==> src/design/kbd_pkg.sv <==
`timescale 1ns / 1ps
// ----------------------------------------------------------------------------
// kbd_pkg
// Shared types, register indexes and helpers of the knob/button dimmer control.
// ----------------------------------------------------------------------------
package kbd_pkg;

    localparam int NUM_CH     = 4;
    localparam int MAIN_CH    = 3;
    localparam int GREEN_CH   = 1;
    localparam int CFG_IDX_W  = 3;
    localparam int CFG_DATA_W = 16;

    // Configuration register indexes
    localparam logic [CFG_IDX_W-1:0] CFG_LONG_PRESS  = 3'd0;
    localparam logic [CFG_IDX_W-1:0] CFG_DEBOUNCE    = 3'd1;
    localparam logic [CFG_IDX_W-1:0] CFG_KNOB_THRESH = 3'd2;
    localparam logic [CFG_IDX_W-1:0] CFG_ON_STEP     = 3'd3;
    localparam logic [CFG_IDX_W-1:0] CFG_OFF_STEP    = 3'd4;

    localparam logic [15:0] RST_LONG_PRESS  = 16'd1000;
    localparam logic [15:0] RST_DEBOUNCE    = 16'd50;
    localparam logic [6:0]  RST_KNOB_THRESH = 7'd2;

    // Input command codes
    localparam logic CMD_TICK = 1'b0;
    localparam logic CMD_LOAD = 1'b1;

    typedef enum logic {
        KIND_TICK,
        KIND_LOAD
    } t_kind;

    typedef enum logic [1:0] {
        LIGHT_OFF,
        LIGHT_MAIN,
        LIGHT_ADD
    } t_light;

    typedef struct packed {
        logic              command;
        logic [15:0]       elapsed_ms;
        logic              button_level;
        logic signed [7:0] knob_delta;
        logic [7:0]        load_level_0;
        logic [7:0]        load_level_1;
        logic [7:0]        load_level_2;
        logic [7:0]        load_level_3;
    } t_dim_in;

    typedef struct packed {
        logic [7:0] out_level_0;
        logic [7:0] out_level_1;
        logic [7:0] out_level_2;
        logic [7:0] out_level_3;
        logic [7:0] fade_step;
        logic       save_request;
        logic       last;
    } t_dim_out;

    // Classified item handed from the front end to the executor
    typedef struct packed {
        t_kind   kind;
        t_dim_in item;
    } t_work;

    typedef struct packed {
        logic                  we;
        logic [CFG_IDX_W-1:0]  idx;
        logic [CFG_DATA_W-1:0] wdata;
    } t_cfg_wr;

    typedef logic [NUM_CH-1:0][7:0] t_levels;

    function automatic t_light f_light(input t_levels lv);
        t_light st;
        if (lv[MAIN_CH] != 8'd0) begin
            st = LIGHT_MAIN;
        end else if (lv[0] != 8'd0 || lv[1] != 8'd0 || lv[2] != 8'd0) begin
            st = LIGHT_ADD;
        end else begin
            st = LIGHT_OFF;
        end
        return st;
    endfunction

    function automatic t_dim_out f_result(input t_levels lv, input logic [7:0] fade,
                                          input logic save);
        t_dim_out r;
        r.out_level_0  = lv[0];
        r.out_level_1  = lv[1];
        r.out_level_2  = lv[2];
        r.out_level_3  = lv[3];
        r.fade_step    = fade;
        r.save_request = save;
        r.last         = 1'b0;
        return r;
    endfunction

endpackage

==> src/design/kbd_front.sv <==
`timescale 1ns / 1ps
// ----------------------------------------------------------------------------
// kbd_front
// Input side: takes items, tags them as tick or load, buffers two of them.
// ----------------------------------------------------------------------------
module kbd_front (
    input  logic            i_clk,
    input  logic            i_rst_n,
    input  logic            push,
    output logic            full,
    input  kbd_pkg::t_dim_in i_item,
    output logic            o_valid,
    input  logic            i_ready,
    output kbd_pkg::t_work  o_work
);

    kbd_pkg::t_work r_mem [2];
    logic           r_wr_ptr;
    logic           r_rd_ptr;
    logic [1:0]     r_count;
    logic           n_wr_ptr;
    logic           n_rd_ptr;
    logic [1:0]     n_count;
    logic           w_in_xfer;
    logic           w_out_xfer;
    kbd_pkg::t_work w_work;

    assign full       = (r_count == 2'd2);
    assign o_valid    = (r_count != 2'd0);
    assign o_work     = r_mem[r_rd_ptr];
    assign w_in_xfer  = push && !full;
    assign w_out_xfer = o_valid && i_ready;

    always_comb begin
        w_work.item = i_item;
        w_work.kind = (i_item.command == kbd_pkg::CMD_LOAD) ? kbd_pkg::KIND_LOAD
                                                            : kbd_pkg::KIND_TICK;
    end

    always_comb begin
        n_wr_ptr = w_in_xfer  ? ~r_wr_ptr : r_wr_ptr;
        n_rd_ptr = w_out_xfer ? ~r_rd_ptr : r_rd_ptr;
        n_count  = r_count + {1'b0, w_in_xfer} - {1'b0, w_out_xfer};
    end

    always_ff @(posedge i_clk) begin
        if (!i_rst_n) begin
            r_wr_ptr <= 1'b0;
            r_rd_ptr <= 1'b0;
            r_count  <= 2'd0;
        end else begin
            r_wr_ptr <= n_wr_ptr;
            r_rd_ptr <= n_rd_ptr;
            r_count  <= n_count;
        end
    end

    always_ff @(posedge i_clk) begin
        if (w_in_xfer) begin
            r_mem[r_wr_ptr] <= w_work;
        end
    end

endmodule

==> src/design/kbd_exec.sv <==
`timescale 1ns / 1ps
// ----------------------------------------------------------------------------
// kbd_exec
// Back end: holds settings and light state, runs one item per cycle while the
// result queue has room and hands zero to three results to the result queue.
// ----------------------------------------------------------------------------
module kbd_exec (
    input  logic                     i_clk,
    input  logic                     i_rst_n,
    input  kbd_pkg::t_cfg_wr         i_cfg,
    input  logic                     i_valid,
    output logic                     o_ready,
    input  kbd_pkg::t_work           i_work,
    input  logic                     i_room,
    output logic [1:0]               o_wr_n,
    output kbd_pkg::t_dim_out [2:0]  o_wr_data
);

    logic [15:0]       r_long_press;
    logic [15:0]       r_debounce;
    logic [6:0]        r_knob_thresh;
    logic [7:0]        r_on_step;
    logic [7:0]        r_off_step;

    kbd_pkg::t_levels  r_levels;
    logic [7:0]        r_main_def;
    logic [7:0]        r_green_def;
    logic              r_held;
    logic [16:0]       r_press;
    logic signed [8:0] r_acc;

    kbd_pkg::t_levels  n_levels;
    logic [7:0]        n_main_def;
    logic [7:0]        n_green_def;
    logic              n_held;
    logic [16:0]       n_press;
    logic signed [8:0] n_acc;

    logic              w_xfer;

    assign o_ready = i_room;
    assign w_xfer  = i_valid && i_room;

    always_comb begin
        kbd_pkg::t_levels          lv;
        kbd_pkg::t_dim_out [2:0]   res;
        logic [1:0]                n;
        logic signed [9:0]         acc10;
        logic signed [8:0]         acc;
        logic [17:0]               pt18;
        logic [16:0]               pt;
        logic [16:0]               long17;
        logic                      held;
        kbd_pkg::t_light           st;
        logic signed [8:0]         thr_s;
        logic signed [8:0]         c;
        logic signed [9:0]         v;
        logic [1:0]                ch;

        lv     = r_levels;
        res    = '0;
        n      = 2'd0;
        acc    = r_acc;
        pt     = r_press;
        held   = r_held;
        long17 = {1'b0, r_long_press};
        thr_s  = signed'({2'b00, r_knob_thresh});
        acc10  = '0;
        pt18   = '0;
        st     = kbd_pkg::LIGHT_OFF;
        c      = '0;
        v      = '0;
        ch     = 2'(kbd_pkg::MAIN_CH);
        n_main_def  = r_main_def;
        n_green_def = r_green_def;

        if (w_xfer) begin
            if (i_work.kind == kbd_pkg::KIND_LOAD) begin
                lv[0] = i_work.item.load_level_0;
                lv[1] = i_work.item.load_level_1;
                lv[2] = i_work.item.load_level_2;
                lv[3] = i_work.item.load_level_3;
            end else begin
                // knob accumulator, saturating at -256..255
                acc10 = {r_acc[8], r_acc} + 10'(i_work.item.knob_delta);
                if (acc10 > 10'sd255) begin
                    acc = 9'sd255;
                end else if (acc10 < -10'sd256) begin
                    acc = -9'sd256;
                end else begin
                    acc = acc10[8:0];
                end

                // long press fires once when the held time crosses the limit
                if (held && pt < long17) begin
                    pt18 = {1'b0, pt} + {2'b00, i_work.item.elapsed_ms};
                    pt   = pt18[17] ? 17'h1FFFF : pt18[16:0];
                    if (pt >= long17) begin
                        st = kbd_pkg::f_light(lv);
                        if (st == kbd_pkg::LIGHT_OFF) begin
                            lv[kbd_pkg::GREEN_CH] = n_green_def;
                            res[n] = kbd_pkg::f_result(lv, r_on_step, 1'b1);
                            n = n + 2'd1;
                        end else begin
                            if (st == kbd_pkg::LIGHT_MAIN) begin
                                n_main_def = lv[kbd_pkg::MAIN_CH];
                            end else begin
                                n_green_def = lv[kbd_pkg::GREEN_CH];
                            end
                            for (int i = 0; i < kbd_pkg::NUM_CH; i++) begin
                                lv[i] = lv[i] >> 1;
                            end
                            res[n] = kbd_pkg::f_result(lv, 8'd0, 1'b1);
                            n = n + 2'd1;
                            lv = '0;
                            res[n] = kbd_pkg::f_result(lv, r_off_step, 1'b1);
                            n = n + 2'd1;
                        end
                    end
                end

                // button edge: press restarts the timer, release may be a short press
                if (i_work.item.button_level != held) begin
                    if (i_work.item.button_level) begin
                        pt = '0;
                    end else if (pt > {1'b0, r_debounce} && pt < long17) begin
                        st = kbd_pkg::f_light(lv);
                        if (st == kbd_pkg::LIGHT_OFF) begin
                            lv[kbd_pkg::MAIN_CH] = n_main_def;
                            res[n] = kbd_pkg::f_result(lv, r_on_step, 1'b0);
                            n = n + 2'd1;
                        end else begin
                            for (int i = 0; i < kbd_pkg::NUM_CH; i++) begin
                                lv[i] = lv[i] >> 1;
                            end
                            res[n] = kbd_pkg::f_result(lv, 8'd0, 1'b0);
                            n = n + 2'd1;
                            lv = '0;
                            res[n] = kbd_pkg::f_result(lv, r_off_step, 1'b0);
                            n = n + 2'd1;
                        end
                    end
                    held = i_work.item.button_level;
                end

                // knob: while off the count must reach the threshold
                st = kbd_pkg::f_light(lv);
                if (acc != 9'sd0 && (st != kbd_pkg::LIGHT_OFF || acc <= -thr_s
                                     || acc >= thr_s)) begin
                    if (acc < -9'sd128) begin
                        c = -9'sd128;
                    end else if (acc > 9'sd128) begin
                        c = 9'sd128;
                    end else begin
                        c = acc;
                    end
                    if (st == kbd_pkg::LIGHT_OFF) begin
                        if (c > 9'sd0) begin
                            lv[kbd_pkg::MAIN_CH] = c[7:0];
                            res[n] = kbd_pkg::f_result(lv, 8'd0, 1'b0);
                            n = n + 2'd1;
                        end
                    end else begin
                        ch = (st == kbd_pkg::LIGHT_MAIN) ? 2'(kbd_pkg::MAIN_CH)
                                                         : 2'(kbd_pkg::GREEN_CH);
                        v = signed'({2'b00, lv[ch]}) + {c[8], c};
                        if (v > 10'sd255) begin
                            lv[ch] = 8'd255;
                        end else if (v < 10'sd0) begin
                            lv[ch] = 8'd0;
                        end else begin
                            lv[ch] = v[7:0];
                        end
                        res[n] = kbd_pkg::f_result(lv, 8'd0, 1'b0);
                        n = n + 2'd1;
                    end
                    acc = '0;
                end

                if (n != 2'd0) begin
                    res[n - 2'd1].last = 1'b1;
                end
            end
        end

        n_levels  = lv;
        n_held    = held;
        n_press   = pt;
        n_acc     = acc;
        o_wr_n    = n;
        o_wr_data = res;
    end

    always_ff @(posedge i_clk) begin
        if (!i_rst_n) begin
            r_long_press  <= kbd_pkg::RST_LONG_PRESS;
            r_debounce    <= kbd_pkg::RST_DEBOUNCE;
            r_knob_thresh <= kbd_pkg::RST_KNOB_THRESH;
            r_on_step     <= 8'd0;
            r_off_step    <= 8'd0;
        end else if (i_cfg.we) begin
            case (i_cfg.idx)
                kbd_pkg::CFG_LONG_PRESS:  r_long_press  <= i_cfg.wdata;
                kbd_pkg::CFG_DEBOUNCE:    r_debounce    <= i_cfg.wdata;
                kbd_pkg::CFG_KNOB_THRESH: r_knob_thresh <= i_cfg.wdata[6:0];
                kbd_pkg::CFG_ON_STEP:     r_on_step     <= i_cfg.wdata[7:0];
                kbd_pkg::CFG_OFF_STEP:    r_off_step    <= i_cfg.wdata[7:0];
                default: begin
                end
            endcase
        end
    end

    always_ff @(posedge i_clk) begin
        if (!i_rst_n) begin
            r_levels    <= '0;
            r_main_def  <= 8'd0;
            r_green_def <= 8'd0;
            r_held      <= 1'b0;
            r_press     <= '0;
            r_acc       <= '0;
        end else begin
            r_levels    <= n_levels;
            r_main_def  <= n_main_def;
            r_green_def <= n_green_def;
            r_held      <= n_held;
            r_press     <= n_press;
            r_acc       <= n_acc;
        end
    end

endmodule

==> src/design/kbd_outq.sv <==
`timescale 1ns / 1ps
// ----------------------------------------------------------------------------
// kbd_outq
// Result queue: four entries, takes up to three results per cycle, pops one.
// ----------------------------------------------------------------------------
module kbd_outq (
    input  logic                     i_clk,
    input  logic                     i_rst_n,
    input  logic [1:0]               i_wr_n,
    input  kbd_pkg::t_dim_out [2:0]  i_wr_data,
    output logic                     o_room,
    output logic                     empty,
    input  logic                     pop,
    output kbd_pkg::t_dim_out        o_result
);

    kbd_pkg::t_dim_out r_mem [4];
    logic [1:0]        r_wr_ptr;
    logic [1:0]        r_rd_ptr;
    logic [2:0]        r_count;
    logic [1:0]        n_wr_ptr;
    logic [1:0]        n_rd_ptr;
    logic [2:0]        n_count;
    logic              w_pop_xfer;

    // room for a worst-case burst of three results
    assign o_room     = (r_count <= 3'd1);
    assign empty      = (r_count == 3'd0);
    assign o_result   = r_mem[r_rd_ptr];
    assign w_pop_xfer = pop && !empty;

    always_comb begin
        n_wr_ptr = r_wr_ptr + i_wr_n;
        n_rd_ptr = r_rd_ptr + {1'b0, w_pop_xfer};
        n_count  = r_count + {1'b0, i_wr_n} - {2'b00, w_pop_xfer};
    end

    always_ff @(posedge i_clk) begin
        if (!i_rst_n) begin
            r_wr_ptr <= 2'd0;
            r_rd_ptr <= 2'd0;
            r_count  <= 3'd0;
        end else begin
            r_wr_ptr <= n_wr_ptr;
            r_rd_ptr <= n_rd_ptr;
            r_count  <= n_count;
        end
    end

    always_ff @(posedge i_clk) begin
        for (int k = 0; k < 3; k++) begin
            if (2'(k) < i_wr_n) begin
                r_mem[r_wr_ptr + 2'(k)] <= i_wr_data[k];
            end
        end
    end

endmodule

==> src/design/knob_button_dimmer_control.sv <==
`timescale 1ns / 1ps
// ----------------------------------------------------------------------------
// knob_button_dimmer_control
// Four-channel dimmer control from a knob and a push button: ticks drive
// press timing and knob counts, loads overwrite levels; each level change
// made by a tick comes out as one result, a load gives none.
//
//  channel   | ports                             | transfer when
//  ----------+-----------------------------------+-----------------------
//  items in  | push, full, i_item                | push && !full
//  results   | empty, pop, o_result              | pop && !empty
//  settings  | i_cfg_we, i_cfg_idx, i_cfg_wdata  | i_cfg_we
//
// An item is registered in the two-entry input buffer and executed from its
// head when the result queue has room; its 0..3 results enter the result queue
// at that edge and leave it through o_result. One item per cycle is
// sustained while each item yields at most one result and results are popped
// every cycle; the executor waits when the four-entry result queue holds more
// than one result. Synchronous active-low reset, no clearing pass.
// ----------------------------------------------------------------------------
module knob_button_dimmer_control (
    input  logic                               i_clk,
    input  logic                               i_rst_n,
    input  logic                               push,
    output logic                               full,
    input  kbd_pkg::t_dim_in                   i_item,
    output logic                               empty,
    input  logic                               pop,
    output kbd_pkg::t_dim_out                  o_result,
    input  logic                               i_cfg_we,
    input  logic [kbd_pkg::CFG_IDX_W-1:0]      i_cfg_idx,
    input  logic [kbd_pkg::CFG_DATA_W-1:0]     i_cfg_wdata
);

    kbd_pkg::t_cfg_wr             w_cfg;
    kbd_pkg::t_work               w_work;
    logic                         w_work_valid;
    logic                         w_work_ready;
    logic                         w_room;
    logic [1:0]                   w_wr_n;
    kbd_pkg::t_dim_out [2:0]      w_wr_data;

    assign w_cfg.we    = i_cfg_we;
    assign w_cfg.idx   = i_cfg_idx;
    assign w_cfg.wdata = i_cfg_wdata;

    kbd_front u_front (
        .i_clk   (i_clk),
        .i_rst_n (i_rst_n),
        .push    (push),
        .full    (full),
        .i_item  (i_item),
        .o_valid (w_work_valid),
        .i_ready (w_work_ready),
        .o_work  (w_work)
    );

    kbd_exec u_exec (
        .i_clk     (i_clk),
        .i_rst_n   (i_rst_n),
        .i_cfg     (w_cfg),
        .i_valid   (w_work_valid),
        .o_ready   (w_work_ready),
        .i_work    (w_work),
        .i_room    (w_room),
        .o_wr_n    (w_wr_n),
        .o_wr_data (w_wr_data)
    );

    kbd_outq u_outq (
        .i_clk     (i_clk),
        .i_rst_n   (i_rst_n),
        .i_wr_n    (w_wr_n),
        .i_wr_data (w_wr_data),
        .o_room    (w_room),
        .empty     (empty),
        .pop       (pop),
        .o_result  (o_result)
    );

endmodule
==> config.mk <==
export PLATFORM = sky130hd
export DESIGN_NAME = knob_button_dimmer_control
export DESIGN_NICKNAME = d
export VERILOG_FILES = /design/src/design/kbd_pkg.sv /design/src/design/kbd_front.sv /design/src/design/kbd_exec.sv /design/src/design/kbd_outq.sv /design/src/design/knob_button_dimmer_control.sv
export SDC_FILE = /design/constraint.sdc
export NUM_CORES = 1
export LEC_CHECK = 0
export BUFFER_PORTS_ARGS = -buffer_cell sky130_fd_sc_hd__buf_4
export CAP_MARGIN = 10
export CORE_MARGIN = 2
export CORE_UTILIZATION = 57
export DETAILED_ROUTE_END_ITERATION = 6
export MAX_ROUTING_LAYER = met4
export PLACE_DENSITY = 0.86
export SYNTH_ARGS = -nofsm -noshare
export SYNTH_HDL_FRONTEND = slang
export SYNTH_SLANG_ARGS = --single-unit
==> constraint.sdc <==
create_clock -name i_clk -period 14.66 [get_ports i_clk]
set_input_delay 1.466 -clock i_clk [delete_from_list [all_inputs] [get_ports i_clk]]
set_output_delay 1.466 -clock i_clk [all_outputs]
set_load 0.005 [all_outputs]
==> results.py, run 1 <==
metrics = {
    "status": {
        "status": "complete, but fails checks",
        "violations": "design-rule violations",
    },
    "synthesis": {
        "synth_area_leader_cell": "edfxtp_1",
        "synth_flop_cell": "edfxtp_1",
        "synth_area_leaders": "edfxtp_1 31%, dfxtp_1 10%, ha_1 5.7%, nand2_1 5.2%, a21oi_1 4.6%",
        "synth_area_per_cell_um2": 9.29,
        "ys_types": 88,
        "syn-num-nets": 3183,
        "yosysTopAreaCellShare_pct": 30.9,
        "syn_inst": 2971,
        "yosys_warnings": 0,
        "ys_seq_area_share_pct": 41.2,
        "synth_edf_count": 284,
        "ys_seq_elements": 426,
        "syn_area_mm2": 0.0276,
        "synthArstFlopShare_pct": 0,
    },
    "cells_and_area": {
        "fin_cells": 3649,
        "layout-drive-gt1-share_pct": 13.9,
        "multiInputGateArea_mm2": 0.0151,
        "nNetsFinal": 3207,
        "syn2layout_area_growth_pct": 10.4,
        "fin_util_pct": 63.8,
        "seq_area_mm2": 0.0114,
        "layout_common_cells": "378 x nand2_1, 284 x edfxtp_1, 251 x a21oi_1, 205 x nor2_1, 176 x buf_4",
        "layout_commonest_cell": "nand2_1",
        "fill_cells": 3729,
    },
    "clocking": {
        "post_cts_buffers": 0,
        "root_buffer": "clkbuf_16",
        "h-tree-depth": 2,
        "cts_buffers": 46,
        "cts_sinks": 426,
        "hold_buffers": 0,
        "cts_tree": "yes",
        "worstSkewPairLatency_ns": 0.61,
        "cts.path.max_buffers": 3,
        "post_cts_resized": 0,
        "clk_pin_slew_ns": 0.07,
    },
    "placed_design": {
        "place_congestion": 0.999,
        "portBuffers": 125,
        "dp_hpwl_mm": 63.9,
        "post-place-cells": 3561,
        "dp_slack_ns": 4.05,
    },
    "critical_path": {
        "start_kind": "register",
        "cp_slowest_cell": "xnor2_1",
        "cp_top_family": "compound AO/OA/AOI/OAI gates",
        "end_kind": "register",
        "worst-path-max-fanout": 59,
        "path_class": "register to register",
        "crit_buf_inv": 3,
        "cp.arrival_ns": 11.24,
        "required_ns": 14.96,
        "cpPeakStageDelay_ns": 0.81,
        "cpMostUsedCell": "o21ai_0",
    },
    "min_path": {
        "hold_path_class": "register to register",
    },
    "sta": {
        "period_share_pct": 74.6,
        "finalMaxSlewViolations": 0,
        "slew_headroom_pct": 13.3,
        "hold_violations": 0,
        "fin_crit_ns": 10.94,
        "finClkSkew_ns": 0.0248,
        "rsz0062_at_grt": "no",
        "fmax_ghz": 0.0914,
        "tns_ns": 0,
        "finalSetupViolations": 0,
        "worstMarginPinSlew_ns": 1.29,
        "setup_ws_ns": 3.72,
    },
    "global_route": {
        "grt_pass1_vias": 24500,
        "antenna_found_initial": 1,
        "grt_pass1_wl_mm": 141,
        "grt_overflow_total": 0,
        "grt_max_degree": 94,
        "track_usage_pct": 37.3,
    },
    "drt": {
        "detail-route-antenna-nets": 0,
        "drc": 7,
        "totalWireLength_mm": 92.2,
        "via_per_inst": 6.92,
        "dr.pass1.iters": 7,
        "post_drt_wl_per_cell_um": 25.3,
        "num_vias": 25300,
        "first_iter_violations": 3975,
    },
    "power": {
        "vdd_drop_max_v": 0.000125,
        "seqPwrFrac_pct": 27.9,
        "power.share.clock_pct": 20.0,
        "power_switching_mw": 2.67,
        "power_leakage_nw": 11.2,
        "combPwrFrac_pct": 52.1,
        "total_power_mw": 5.89,
        "power-per-cell-area_mw_per_mm2": 193,
        "p_int_mw": 3.22,
        "switching_share_pct": 45.3,
    },
    "job": {
        "cap_violations": 0,
    },
    "floorplanning": {
        "ios": 126,
        "row_count": 80,
        "die_h_um": 224,
        "fp.dieArea_mm2": 0.0502,
        "core_area_mm2": 0.0477,
        "initial_utilization_pct": 57.8,
        "die-width_um": 224,
    },
}
## cells in the mapped netlist, types with 37 or more instances
library cell	instances
nor2b_1	77
o21ai_0	153
mux2i_1	98
a21oi_1	251
nand4_1	37
nand3_1	93
mux2_2	59
buf_2	42
dfxtp_1	142
a22oi_1	66
a21boi_0	61
clkbuf_1	124
mux4_2	42
nand2_1	382
edfxtp_1	284
nor3_1	68
inv_1	85
ha_1	126
o21ai_1	44
nor2_1	210
a211oi_1	52
## worst reg2reg max path, delay by kind of cell (launching register included)
| kind | cells | cell delay [ns] |
|---|---|---|
| AO/OA/AOI/OAI | 21 | 5.15 |
| adder cells (fa/ha/maj) | 5 | 1.47 |
| XOR/XNOR | 3 | 1.15 |
| multiplexers | 3 | 0.98 |
| buffers and inverters | 3 | 0.95 |
| AND/OR/NAND/NOR | 7 | 0.63 |
| flip-flops | 1 | 0.32 |
## final timing paths
check	slack, ns	endpoint	depth (start not counted)	from
setup reg to reg	3.72	u_outq.r_mem[1][27]	42	register
hold / removal	0.47	u_exec.r_debounce[9]	2	u_exec.r_debounce[9]
hold reg to reg	0.47	u_exec.r_debounce[9]	2	u_exec.r_debounce[9]
setup / recovery	3.72	u_outq.r_mem[1][27]	42	register
## layer usage
layer | part of all wire [%] | vias up | global-route usage [%]
met5 | 0 | - | -
met1 | 38 | 11900 | 47.0
li1 | - | 11100 | -
met4 | 4.1 | 0 | 15.0
met3 | 12 | 375 | 8.55
met2 | 46 | 1849 | 58.3
## power groups by stage
stage                     sequential [mW]  clock, mW  combinational [mW]
after global routing                 1.65       1.23                3.25
after detailed placement             1.66          0                2.94
after CTS                            1.63       1.18                2.97
after global placement               1.65          0                2.90
final                                1.64       1.18                3.07
after floorplan                      1.60          0                1.99
## logic make-up after synthesis
logic type | count (synthesis) | synth area share, %
AOI/OAI and AO/OA | 870 | 20.2
muxes | 199 | 9.39
buffers and inverters | 288 | 4.47
DFF | 426 | 41.2
xor gates and xnor gates | 40 | 1.34
adders and majority gates | 134 | 6.15
and+or+nand+nor | 1014 | 17.3
## layout make-up
cell class              count  share of cell area, %
clock buffers              58                   4.30
repair buffers            177                   4.37
well taps                 615                   2.53
clock inverters            28                  0.727
flip-flops and latches    426                   37.3
inverters                  87                   1.07
multi-input cells        2257                   49.7
diodes                      1                0.00821
## registers in the layout (all words and copies together), names as in the netlist, 7 cells and up, named ones only
name                  count
u_outq.r_mem            168
u_front.r_mem           116
u_exec.r_levels          32
u_exec.r_press           17
u_exec.r_debounce        16
u_exec.r_long_press      16
u_exec.r_acc              9
u_exec.r_green_def        8
u_exec.r_main_def         8
u_exec.r_off_step         8
u_exec.r_on_step          8
u_exec.r_knob_thresh      7
## through the flow
| step | area, µm² | hold slack [ns] |
|---|---|---|
| 3_3_place_gp | 28900 | 0.453 |
| 2_1_floorplan | 27600 | 0.443 |
| 5_1_grt | 30500 | 0.487 |
| 6_report | 30500 | 0.468 |
| 3_5_place_dp | 28900 | 0.464 |
| 4_1_cts | 30500 | 0.469 |
(Power assumes the default switching activity.)
==> inputs of run 2 (changes only) <==
--- a/config.mk
+++ b/config.mk
@@ -11,7 +11,7 @@
 export CORE_UTILIZATION = 57
 export DETAILED_ROUTE_END_ITERATION = 6
 export MAX_ROUTING_LAYER = met4
-export PLACE_DENSITY = 0.86
+export PLACE_DENSITY = 0.89
 export SYNTH_ARGS = -nofsm -noshare
 export SYNTH_HDL_FRONTEND = slang
 export SYNTH_SLANG_ARGS = --single-unit
==> constraint.sdc (replaced) <==
create_clock -name i_clk -period 10 [get_ports i_clk]
set_input_delay 1 -clock i_clk [delete_from_list [all_inputs] [get_ports i_clk]]
set_output_delay 1 -clock i_clk [all_outputs]
set_load 0.005 [all_outputs]
==> results.py, run 2 (synthesis results as in run 1) <==
metrics = {
    "sta": {
        "fmax_ghz": 0.106,
        "hold_slack_ns": 0.471,
        "setup_ws_ns": 0.569,
        "finalMaxSlewViolations": 0,
        "rsz0062_at_grt": "no",
        "finClkSkew_ns": 0.0282,
        "hold_violations": 0,
        "slew_headroom_pct": 19.5,
        "period_share_pct": 94.3,
        "fin_crit_ns": 9.43,
        "finalSetupViolations": 0,
        "worstMarginPinSlew_ns": 1.20,
    },
    "global_route": {
        "grt_pass1_wl_mm": 151,
        "track_usage_pct": 40.8,
        "grt_max_degree": 97,
        "grt_overflow_total": 0,
        "antenna_found_initial": 2,
        "grt_pass1_vias": 24900,
    },
    "clocking": {
        "h-tree-depth": 2,
        "cts_buffers": 45,
        "cts.path.max_buffers": 3,
        "worstSkewPairLatency_ns": 0.60,
        "cts_tree": "yes",
        "clk_pin_slew_ns": 0.06,
        "cts_sinks": 426,
        "root_buffer": "clkbuf_16",
    },
    "min_path": {
        "min_to": "u_exec.r_debounce[15]",
        "holdCritStartpoint": "u_exec.r_debounce[15]",
        "hold_depth": 2,
        "hold_path_class": "register to register",
    },
    "cells_and_area": {
        "layout_common_cells": "381 x nand2_1, 284 x edfxtp_1, 251 x a21oi_1, 224 x buf_4, 206 x nor2_1",
        "layout_commonest_cell": "nand2_1",
        "syn2layout_area_growth_pct": 12.3,
        "reg.largest.list": "u_outq.r_mem: 168 flops, u_front.r_mem: 116 flops, u_exec.r_levels: 32 flops",
        "largest_reg_flops": 168,
        "nNetsFinal": 3263,
        "fin_util_pct": 64.9,
        "layout-drive-gt1-share_pct": 15.2,
        "fin_cells": 3704,
        "fill_cells": 3744,
        "largest-register": "u_outq.r_mem",
    },
    "power": {
        "seqPwrFrac_pct": 26.9,
        "combPwrFrac_pct": 53.3,
        "power_switching_mw": 4.14,
        "power-per-cell-area_mw_per_mm2": 293,
        "p_int_mw": 4.92,
        "vdd_drop_max_v": 0.000186,
        "switching_share_pct": 45.7,
        "total_power_mw": 9.07,
        "power.share.clock_pct": 19.9,
        "power_leakage_nw": 11.5,
    },
    "floorplanning": {
        "initial_utilization_pct": 57.8,
        "core_area_mm2": 0.0477,
        "ios": 126,
        "die-width_um": 224,
        "row_count": 80,
        "fp.dieArea_mm2": 0.0502,
        "die_h_um": 224,
    },
    "placed_design": {
        "place_congestion": 1.05,
        "post-place-cells": 3609,
        "portBuffers": 125,
        "dp_hpwl_mm": 71.6,
        "dp_slack_ns": 0.410,
    },
    "drt": {
        "num_vias": 25700,
        "dr.pass1.iters": 7,
        "detail-route-antenna-nets": 0,
        "drc": 7,
        "via_per_inst": 6.94,
        "totalWireLength_mm": 101,
        "post_drt_wl_per_cell_um": 27.2,
        "first_iter_violations": 3857,
    },
    "status": {
        "violations": "design-rule violations",
        "status": "complete, but fails checks",
    },
    "critical_path": {
        "ff2ff_path_depth": 30,
        "cpMostUsedCell": "ha_1",
        "crit_buf_inv": 4,
        "cpPeakStageDelay_ns": 0.63,
        "worst-path-max-fanout": 25,
        "cp.arrival_ns": 9.75,
        "end_kind": "register",
        "r2r-end": "u_outq.r_mem[0][32]",
        "path_class": "register to register",
        "reg2reg_slack_ns": 0.57,
        "required_ns": 10.32,
        "cp_top_family": "compound AO/OA/AOI/OAI gates",
        "cp_slowest_cell": "o21ai_0",
        "start_kind": "register",
    },
    "job": {
        "cap_violations": 0,
    },
}
==> run 2: power groups by stage <==
stage | Combinational [mW] | Sequential (mW) | Clock (mW)
5_1_grt | 5.06 | 2.45 | 1.87
6_report | 4.83 | 2.44 | 1.80
2_1_floorplan | 2.92 | 2.34 | 0
4_1_cts | 4.60 | 2.42 | 1.80
3_5_place_dp | 4.57 | 2.45 | 0
3_3_place_gp | 4.53 | 2.43 | 0
==> run 2: stage by stage <==
step	instance area, µm²	setup TNS [ns]
2_1_floorplan	27600	-11.97
3_3_place_gp	29300	0
3_5_place_dp	29300	0
4_1_cts	30900	0
5_1_grt	31000	0
6_report	31000	0
==> run 2: how the worst max path moves through the flow <==
stage | start | endpoint | slack (ns) | cells after the start
after global routing | register | u_outq.r_mem[0][26] | 0.04 | 38
after detailed placement | register | u_outq.r_mem[0][10] | 0.41 | 39
final | register | u_outq.r_mem[0][32] | 0.57 | 30
after global placement | register | u_outq.r_mem[0][10] | 0.62 | 40
after CTS | register | u_outq.r_mem[1][10] | 0.34 | 39
after floorplan | register | u_outq.r_mem[0][0] | -0.14 | 31
==> run 2: per-layer routing <==
layer  wire length, µm  track usage, %  up-vias
li1                  -               -    11200
met1             39400            52.8    12300
met2             44300            61.2     1856
met3             12600            11.0      374
met4              4600            15.3        0
met5                 0               -        -
==> run 2: timing repair <==
action,in CTS,in global routing
buffers inserted,0,7
resized for setup,0,6
endpoints found under the setup margin,0,59
hold buffers,0,0
==> run 2: layout make-up <==
cell class | instances | area, µm² | share of cell area, %
clock buffers | 55 | 1160 | 3.75
diodes | 2 | 5.00 | 0.0161
flip-flops and latches | 426 | 11400 | 36.7
inverters | 87 | 327 | 1.05
repair buffers | 234 | 1840 | 5.95
multi-input cells | 2257 | 15100 | 48.8
clock inverters | 28 | 390 | 1.26
well taps | 615 | 769 | 2.48
==> run 2: worst register-to-register path: cells and delay by family, from the launching register on <==
kind / cells / cell delay, ns
flip-flops: 1 / 0.56
adder cells (fa/ha/maj): 4 / 1.40
AND/OR/NAND/NOR: 6 / 1.87
AO/OA/AOI/OAI: 14 / 3.92
multiplexers: 2 / 0.66
buffers and inverters: 4 / 0.79
